`src/rtl/core/pva_pkg.sv`:
```
// Shared types and constants for the polyphonic voice allocator core.
// No dependencies; used by pva_cell and the top level.
package pva_pkg;

   localparam int NUM_VOICES_DEFAULT = 16;
   localparam int NOTE_W             = 7;
   localparam int IDX_W              = 4;
   localparam int CNT_W              = 5;
   localparam int CSR_W              = 5;

   localparam logic [CSR_W-1:0] VOICES_IN_USE_RESET = 5'd16;

   typedef enum logic {
      REQ_NOTE_OFF = 1'b0,
      REQ_NOTE_ON  = 1'b1
   } req_kind_type;

   // Event token that walks down the voice chain, one cell per cycle while the chain advances.
   typedef struct packed {
      logic               valid;
      req_kind_type       kind;
      logic [NOTE_W-1:0]  note;
      logic               found;    // a voice has been claimed upstream
      logic [IDX_W-1:0]   chosen;   // low bits of the claimed voice index
      logic [CNT_W-1:0]   count;    // active voices counted so far
   } token_type;

endpackage

```
`src/rtl/core/pva_cell.sv`:
```
// One voice slot of the allocator chain: note and active flag, plus a
// token register toward the next slot. Depends on pva_pkg.
module pva_cell #(
   parameter int LIMIT_W = 5,
   parameter int INDEX   = 0
) (
   input  logic                  clock,
   input  logic                  reset,
   input  logic                  advance,
   input  logic [LIMIT_W-1:0]    limit,
   input  pva_pkg::token_type    token_i,
   output pva_pkg::token_type    token_o
);

   localparam logic [LIMIT_W-1:0] MY_INDEX = LIMIT_W'(INDEX);
   localparam logic [LIMIT_W-1:0] MY_NEXT  = LIMIT_W'(INDEX + 1);

   logic [pva_pkg::NOTE_W-1:0] note_ff, note_in;
   logic                       active_ff, active_in;
   pva_pkg::token_type         token_ff, token_in;

   logic is_on, in_range, is_last, claim, clear;

   always_comb begin
      is_on    = token_i.valid && (token_i.kind == pva_pkg::REQ_NOTE_ON);
      in_range = MY_INDEX < limit;
      is_last  = MY_NEXT == limit;
      // idle voice wins if nothing claimed yet; last in-use voice is stolen
      claim    = is_on && in_range && !token_i.found && (!active_ff || is_last);
      clear    = token_i.valid && (token_i.kind == pva_pkg::REQ_NOTE_OFF)
                 && active_ff && (note_ff == token_i.note);

      note_in   = claim ? token_i.note : note_ff;
      active_in = claim ? 1'b1 : (clear ? 1'b0 : active_ff);

      token_in = token_i;
      if (claim) begin
         token_in.found  = 1'b1;
         token_in.chosen = pva_pkg::IDX_W'(INDEX);
      end
      token_in.count = token_i.count + pva_pkg::CNT_W'(active_in);
   end

   always_ff @(posedge clock) begin
      if (reset) begin
         note_ff   <= '0;
         active_ff <= 1'b0;
         token_ff  <= '0;
      end else if (advance) begin
         note_ff   <= note_in;
         active_ff <= active_in;
         token_ff  <= token_in;
      end
   end

   assign token_o = token_ff;

endmodule

```
`src/rtl/core/polyphonic_voice_allocator_core.sv`:
```
// Polyphonic voice allocator: a chain of voice cells fed by an event token.
// Depends on pva_pkg and pva_cell.
//
// req channel (req_valid/req_ready): one note event per transfer,
//   req_type 1 = note-on, 0 = note-off, with req_note_number.
// rsp channel (rsp_valid/rsp_ready): exactly one result per event:
//   rsp_voice_valid/rsp_voice_index report the voice a note-on got,
//   rsp_active_count the active voices after the event.
// csr port: csr_write_enable with csr_write_data sets voices_in_use (reset 16);
//   values above NUM_VOICES act as NUM_VOICES. Write only while idle.
// Timing: an accepted event visits one voice cell per cycle unless the chain is
//   frozen (see below); rsp_valid rises from the output register after the token
//   leaves the last cell. One event is in flight at a time and req_ready rises
//   together with rsp_valid.
// The result sits in an output register, so a new event is accepted while the
//   previous result still waits; if the next result reaches the end of the
//   chain while the output is held, the chain freezes until the receiver
//   takes the pending transfer.
// Reset (synchronous): all voices idle, no event in flight, no result.
module polyphonic_voice_allocator_core #(
   parameter int NUM_VOICES = pva_pkg::NUM_VOICES_DEFAULT
) (
   input  logic                        clock,
   input  logic                        reset,
   // event input
   input  logic                        req_valid,
   output logic                        req_ready,
   input  logic                        req_type,
   input  logic [pva_pkg::NOTE_W-1:0]  req_note_number,
   // result output
   output logic                        rsp_valid,
   input  logic                        rsp_ready,
   output logic                        rsp_voice_valid,
   output logic [pva_pkg::IDX_W-1:0]   rsp_voice_index,
   output logic [pva_pkg::CNT_W-1:0]   rsp_active_count,
   // configuration
   input  logic                        csr_write_enable,
   input  logic [pva_pkg::CSR_W-1:0]   csr_write_data
);

   localparam int LIMIT_W = $clog2(NUM_VOICES + 1);
   localparam int CMP_W   = (LIMIT_W > pva_pkg::CSR_W) ? LIMIT_W : pva_pkg::CSR_W;

   logic [pva_pkg::CSR_W-1:0] voices_in_use_ff;
   logic                      busy_ff, busy_in;
   logic                      rsp_valid_ff, rsp_valid_in;
   logic                      rsp_voice_valid_ff;
   logic [pva_pkg::IDX_W-1:0] rsp_voice_index_ff;
   logic [pva_pkg::CNT_W-1:0] rsp_active_count_ff;

   logic [CMP_W-1:0]   vin_ext;
   logic [LIMIT_W-1:0] limit;
   logic               req_xfer, advance, done;

   pva_pkg::token_type token [0:NUM_VOICES];

   // voices_in_use saturates at the table size
   always_comb begin
      vin_ext = CMP_W'(voices_in_use_ff);
      if (vin_ext > CMP_W'(NUM_VOICES)) begin
         limit = LIMIT_W'(NUM_VOICES);
      end else begin
         limit = LIMIT_W'(vin_ext);
      end
   end

   assign req_ready = !busy_ff;
   assign req_xfer  = req_valid && req_ready;

   // freeze the chain only when a finished token meets a held result
   assign advance = !(token[NUM_VOICES].valid && rsp_valid_ff && !rsp_ready);
   assign done    = token[NUM_VOICES].valid && advance;

   assign token[0].valid  = req_xfer;
   assign token[0].kind   = pva_pkg::req_kind_type'(req_type);
   assign token[0].note   = req_note_number;
   assign token[0].found  = 1'b0;
   assign token[0].chosen = '0;
   assign token[0].count  = '0;

   for (genvar i = 0; i < NUM_VOICES; i++) begin : g_voice
      pva_cell #(
         .LIMIT_W (LIMIT_W),
         .INDEX   (i)
      ) u_cell (
         .clock   (clock),
         .reset   (reset),
         .advance (advance),
         .limit   (limit),
         .token_i (token[i]),
         .token_o (token[i+1])
      );
   end

   always_comb begin
      busy_in = busy_ff;
      if (req_xfer) begin
         busy_in = 1'b1;
      end else if (done) begin
         busy_in = 1'b0;
      end

      rsp_valid_in = rsp_valid_ff;
      if (done) begin
         rsp_valid_in = 1'b1;
      end else if (rsp_ready) begin
         rsp_valid_in = 1'b0;
      end
   end

   always_ff @(posedge clock) begin
      if (reset) begin
         voices_in_use_ff <= pva_pkg::VOICES_IN_USE_RESET;
         busy_ff          <= 1'b0;
         rsp_valid_ff     <= 1'b0;
      end else begin
         if (csr_write_enable) begin
            voices_in_use_ff <= csr_write_data;
         end
         busy_ff      <= busy_in;
         rsp_valid_ff <= rsp_valid_in;
      end
   end

   // result payload; chosen is zero unless a voice was claimed
   always_ff @(posedge clock) begin
      if (done) begin
         rsp_voice_valid_ff  <= token[NUM_VOICES].found;
         rsp_voice_index_ff  <= token[NUM_VOICES].chosen;
         rsp_active_count_ff <= token[NUM_VOICES].count;
      end
   end

   assign rsp_valid        = rsp_valid_ff;
   assign rsp_voice_valid  = rsp_voice_valid_ff;
   assign rsp_voice_index  = rsp_voice_index_ff;
   assign rsp_active_count = rsp_active_count_ff;

endmodule

```
`config.mk`:
```
export PLATFORM = sky130hd
export DESIGN_NAME = polyphonic_voice_allocator_core
export DESIGN_NICKNAME = d
export VERILOG_FILES = /design/src/rtl/core/pva_pkg.sv /design/src/rtl/core/pva_cell.sv /design/src/rtl/core/polyphonic_voice_allocator_core.sv
export SDC_FILE = /design/constraint.sdc
export NUM_CORES = 1
export LEC_CHECK = 0
export BUFFER_PORTS_ARGS = -buffer_cell sky130_fd_sc_hd__buf_2
export CAP_MARGIN = 40
export CORE_UTILIZATION = 55
export CTS_CLUSTER_DIAMETER = 80
export DETAILED_ROUTE_END_ITERATION = 10
export PLACE_DENSITY = 0.71
export SLEW_MARGIN = 20
export SYNTH_ARGS = -nofsm -noshare
export SYNTH_HDL_FRONTEND = slang
export SYNTH_SLANG_ARGS = --single-unit
```
`constraint.sdc`:
```
create_clock -name clock -period 3.6 [get_ports clock]
set_clock_uncertainty 0.2 [all_clocks]
set_input_delay 1.08 -clock clock [delete_from_list [all_inputs] [get_ports clock]]
set_output_delay 1.08 -clock clock [all_outputs]
set_load 0.05 [all_outputs]
```
* Word-level counts from Yosys, hierarchy flattened *
Cells that the tools add are included.

storage, ports and cells
  register bits = 436
  input port bits = 18
  logic and storage cells = 450

cells by class
  add/sub/neg operators = 15
  $lt $le $gt $ge = 17
  equal/unequal tests = 32
  mux-type cells = 53
  bitwise operators = 17
  reduce and logical (&&, ||, !) cells = 185

operators with widths
  kind                  count
  $logic_and A1 B1 Y1   115
  $eq A7 B7 Y1          16
  $mux W5               17
  $add A5 B1 Y5         14
  $eq A4 B5 Y1 const A  8
  $lt A4 B5 Y1 const A  8
  $mux W1               36
  $logic_not A1 Y1      34
  $reduce_and A2 Y1     17
  $eq A3 B5 Y1 const A  4
  $lt A3 B5 Y1 const A  4
  $not A1 Y1            17
  $logic_or A1 B1 Y1    16
  $eq A2 B5 Y1 const A  2
  $lt A1 B5 Y1 const A  2
  $lt A2 B5 Y1 const A  2
  $reduce_bool A2 Y1    3
  $eq A1 B5 Y1 const A  1
  $eq A5 B5 Y1 const A  1
  $gt A5 B5 Y1 const B  1
  $add A1 B1 Y2         1

* Logic depth before layout (Yosys ltp) *
  depth after elaboration = 8
  gate-level depth with buffers = 11

* Hierarchy *
Synthesis repeated with hierarchy kept, for this count alone.

second synthesis, totals
  cells, all modules = 1942
  area total of the unflattened synthesis = 19556.3 um2

by module, submodules not included
  module                             instances  cells each  area each (um2)  seq. area each (um2)
  pva_cell (g_voice[11].u_cell ...)  3          114         1156.1           540.5
  pva_cell (g_voice[0].u_cell)       1          127         1246.2           540.5
  pva_cell (g_voice[6].u_cell)       1          128         1239.9           540.5
  pva_cell (g_voice[14].u_cell)      1          123         1237.4           540.5
  pva_cell (g_voice[4].u_cell)       1          123         1197.4           540.5
  pva_cell (g_voice[2].u_cell)       1          124         1192.4           540.5
  pva_cell (g_voice[8].u_cell)       1          124         1189.9           540.5
  pva_cell (g_voice[10].u_cell)      1          115         1184.9           540.5
  pva_cell (g_voice[9].u_cell)       1          119         1181.1           540.5
  pva_cell (g_voice[12].u_cell)      1          123         1168.6           540.5
  pva_cell (g_voice[7].u_cell)       1          113         1166.1           540.5
  pva_cell (g_voice[13].u_cell)      1          114         1164.9           540.5
  pva_cell (g_voice[5].u_cell)       1          114         1151.1           540.5
  pva_cell (g_voice[15].u_cell)      1          110         1141.1           540.5
  polyphonic_voice_allocator_core    1          43          626.9            440.4

* Worst setup path after synthesis *
No wires, ideal clock.

  path type = input to register
  from = in rsp_ready
  to = reg g_voice[13].u_cell.token_ff, in the netlist g_voice[13].u_cell.token_o[6]
  library setup time = 0.095 ns
  arrival time = 2.317 ns
  required time = 3.305 ns
  setup slack = 0.988 ns
  stages on the path = 6
  path buffers = 3
  cell sequence = and3b_1 buf_2 clkbuf_1 clkbuf_1 nand2_1 a221oi_1

between the ends
  longest elaborated chain between the ends = 2

RTL lines
  what                  line                                   text
  from (decl)           polyphonic_voice_allocator_core.sv:32  input logic rsp_ready,
  $logic_not A1 Y1      polyphonic_voice_allocator_core.sv:71  assign advance = !(token[NUM_VOICES].valid && rsp_valid_ff && !rsp_ready);
  $logic_and A1 B1 Y1   polyphonic_voice_allocator_core.sv:71
  to (signal assigned)  pva_cell.sv:52                         token_ff <= token_in;
  to (decl)             pva_cell.sv:20                         pva_pkg::token_type token_ff, token_in;

Every way passes these cells.
A chain may end at the register's enable or synchronous reset.

* Worst setup path in the final report *
  from = reg voices_in_use_ff, in the netlist vin_ext[2]
  to = reg g_voice[12].u_cell.token_ff, in the netlist g_voice[12].u_cell.token_o[4]

between the ends
  longest elaborated chain between the ends = 8

RTL lines
  what                              line                                    text
  from (decl)                       polyphonic_voice_allocator_core.sv:44   logic [pva_pkg::CSR_W-1:0] voices_in_use_ff;
  from (signal assigned)            polyphonic_voice_allocator_core.sv:113  voices_in_use_ff <= pva_pkg::VOICES_IN_USE_RESET;
  from (signal assigned)            polyphonic_voice_allocator_core.sv:118  voices_in_use_ff <= csr_write_data;
  $gt A5 B5 Y1                      polyphonic_voice_allocator_core.sv:60   if (vin_ext > CMP_W'(NUM_VOICES)) begin
  $mux W5 *                         polyphonic_voice_allocator_core.sv:60
  $lt A4 B5 Y1                      pva_cell.sv:26                          in_range = MY_INDEX < limit;
  $logic_and A1 B1 Y1 (2 in a row)  pva_cell.sv:29                          claim = is_on && in_range && !token_i.found && (!active_ff || is_last);
  $logic_and A1 B1 Y1 *             pva_cell.sv:29
  $mux W1 *                         pva_cell.sv:34                          active_in = claim ? 1'b1 : (clear ? 1'b0 : active_ff);
  via g_voice[12].u_cell.active_in  pva_cell.sv:19                          logic active_ff, active_in;
  $add A5 B1 Y5 *                   pva_cell.sv:41                          token_in.count = token_i.count + pva_pkg::CNT_W'(active_in);
  to (signal assigned)              pva_cell.sv:52
  to (decl)                         pva_cell.sv:20

The timed path passes the listed nets; every way through them passes the cells marked *.

==> flow_summary.json <==
{
  "status": "finished, final reports clean",
  "synth_nets": 2102,
  "slowest_delay_ps": 580,
  "leakage_nw": 6.80,
  "nFillCells": 2667,
  "via_per_inst": 5.80,
  "power_density_nw_per_um2": 483,
  "peakVddDrop_mv": 0.351,
  "crit_buf_inv": 0,
  "dieArea_um2": 32600,
  "num_vias": 14264,
  "hold_class": "flip-flop to flip-flop",
  "crit_type": "flip-flop to flip-flop",
  "post_cts_buffers": 0,
  "ys_ff_latch": 415,
  "yosysTopAreaCell": "dfxtp_1",
  "path_common_cell": "ha_1",
  "port_buffers": 29,
  "wl_per_cell_um": 15.9,
  "crit_slowest_cell": "dfxtp_1",
  "fin_util": 0.630,
  "ctsLongestPathBuffers": 3,
  "synth_most_common_cell": "nand2_1",
  "required_ps": 3850,
  "avgSynthCellArea_um2": 8.53,
  "end_kind": "flip-flop",
  "syn_area_um2": 17500,
  "ant_nets": 0,
  "maxSlewViolCount": 0,
  "ctsResizeCount": 0,
  "startpoint_type": "flip-flop",
  "syn_inst": 2055,
  "layout-drive-gt1-share": 0.0854,
  "relSlewSlack": 0.445,
  "ys_top_cells_by_count": "nand2_1 (447), dfxtp_1 (405), a21oi_1 (278), clkbuf_1 (124), xnor2_1 (102)",
  "min_period_ps": 3120,
  "synthArstFlopShare": 0,
  "hpwl_um": 25600,
  "grt_max_degree": 120,
  "finalHoldViolations": 0,
  "ys.flop_type": "dfxtp_1",
  "clk_latency_ps": 550,
  "nets": 2075,
  "synth_warnings": 0,
  "antenna_found_initial": 5,
  "drc_errors": 0,
  "grt_pass1_vias": 13440,
  "io_pins": 30,
  "cts_sinks": 415,
  "clkTransAtPathRegs_ps": 60,
  "die_h_um": 180,
  "crit_chain": "and4bb_2, mux2i_1, or4_1, o21ai_0, ha_1, ha_1, nand3_1, xor2_1, a211oi_1",
  "worst-path-max-fanout": 14,
  "worstMarginPinSlew_ps": 827,
  "cts_made_buffers": 43,
  "crit_family": "simple AND/OR/NAND/NOR gates",
  "cts_root_buf": "clkbuf_16",
  "gp_congestion": 0.833,
  "ctsHoldBuffers": 0,
  "rsz0062_at_grt": "false",
  "die_w_um": 180,
  "grt_pass1_wl_um": 66300,
  "synth_top_cell_area_share": 0.463,
  "start_util": 0.565,
  "cts_tree": "yes",
  "period_share": 0.868,
  "ys_types": 66,
  "grtUsageTotal": 0.239,
  "crit_arrival_ps": 3370,
  "grt_overflow": 0,
  "setup_ws_ps": 476,
  "drtPass1Iterations": 6,
  "rows": 64,
  "fmax_mhz": 320,
  "area_delta_synth_final_pct": 11.4,
  "wirelength_um": 39200,
  "drt_iter0_drc": 951,
  "seq_area_frac_synth": 0.480,
  "synth_edf_count": 10,
  "detailedPlace.worstSlack_ps": 529,
  "synth_area_leaders": "dfxtp_1 (46%), nand2_1 (9.6%), a21oi_1 (7.9%)",
  "finalSetupTns_ps": 0,
  "setup_viol": 0,
  "core_um2": 31000,
  "htree_levels": 2,
  "maxCapViolCount": 0
}
==> logic make-up after synthesis <==
| family | Yosys count | synth area share |
|---|---|---|
| AO/OA/AOI/OAI | 555 | 0.195 |
| buffers and inverters | 174 | 0.0384 |
| multiplexers | 29 | 0.0167 |
| AND/OR/NAND/NOR | 705 | 0.175 |
| flip-flops | 415 | 0.480 |
| XOR/XNOR | 148 | 0.0740 |
| adder cells (fa/ha/maj) | 29 | 0.0207 |
==> layer usage <==
layer | part of all wire | global-route usage
met1 | 0.48 | 0.331
met2 | 0.46 | 0.391
met3 | 0.044 | 0.0404
met4 | 0.016 | 0.0547
met5 | 0.00059 | 0
==> placed cells by master (no fill, tap or decap), types with 17 or more instances in the layout <==
master / instances
nand2_1: 447
dfxtp_1: 405
a21oi_1: 278
xnor2_1: 102
o21ai_0: 95
nand3_1: 75
nor2_1: 73
xor2_1: 46
clkbuf_16: 44
a211oi_1: 39
buf_4: 33
nand4_1: 31
buf_2: 31
ha_1: 29
o311ai_0: 28
inv_1: 27
mux2i_1: 27
o31ai_1: 23
nand3b_1: 20
o221a_2: 17
==> power by group <==
part           internal [mW]  switching (mW)
Clock                   2.70            1.80
Combinational         0.0764           0.173
Sequential              4.64          0.0372
==> state kept, by name (all words and copies together), names as in the netlist <==
name                      cells
rsp_voice_valid               1
rsp_valid                     1
g_voice.u_cell.active_ff     15
vin_ext                       5
rsp_voice_index               4
busy_ff                       1
rsp_active_count              5
g_voice.u_cell.note_ff      112
g_voice.u_cell.token_o      271
==> worst reg2reg max path, delay by kind of cell (launching register included) <==
family                   cells  cell delay (ps)
AND/OR/NAND/NOR              3              990
flip-flops                   1              580
AO/OA/AOI/OAI                2              470
adder cells (fa/ha/maj)      2              450
multiplexers                 1              200
XOR/XNOR                     1              150
==> final timing paths <==
| check | start | to | slack [ps] | cells after the start |
|---|---|---|---|---|
| min | g_voice[15].u_cell.token_o[1] | rsp_active_count[1] | 230 | 0 |
| max | vin_ext[2] | g_voice[12].u_cell.token_o[4] | 480 | 9 |
| max reg2reg | vin_ext[2] | g_voice[12].u_cell.token_o[4] | 480 | 9 |
| min reg2reg | g_voice[15].u_cell.token_o[1] | rsp_active_count[1] | 230 | 0 |
==> cell type report <==
| class | count | area, um^2 | area share |
|---|---|---|---|
| antenna | 3 | 7.51 | 0.000385 |
| clock buffer | 69 | 1350 | 0.0689 |
| sequential | 415 | 8410 | 0.431 |
| tap | 396 | 495 | 0.0254 |
| multi-input combinational | 1466 | 8440 | 0.433 |
| clock inverter | 8 | 108 | 0.00552 |
| inverter | 28 | 105 | 0.00539 |
| timing repair buffer | 74 | 598 | 0.0307 |
==> per-stage QoR <==
| step | area [um^2] | hold slack (ps) | power, mW | instances |
|---|---|---|---|---|
| finish | 19500 | 229 | 9.43 | 2459 |
| detailed placement | 18000 | 216 | 5.02 | 2378 |
| global route | 19500 | 234 | 9.74 | 2458 |
| floorplan | 17500 | 208 | 4.94 | 2055 |
| global placement | 18000 | 216 | 5.02 | 2376 |
| CTS | 19500 | 230 | 9.50 | 2455 |
Note: power is estimated with default switching activity, not from simulation.
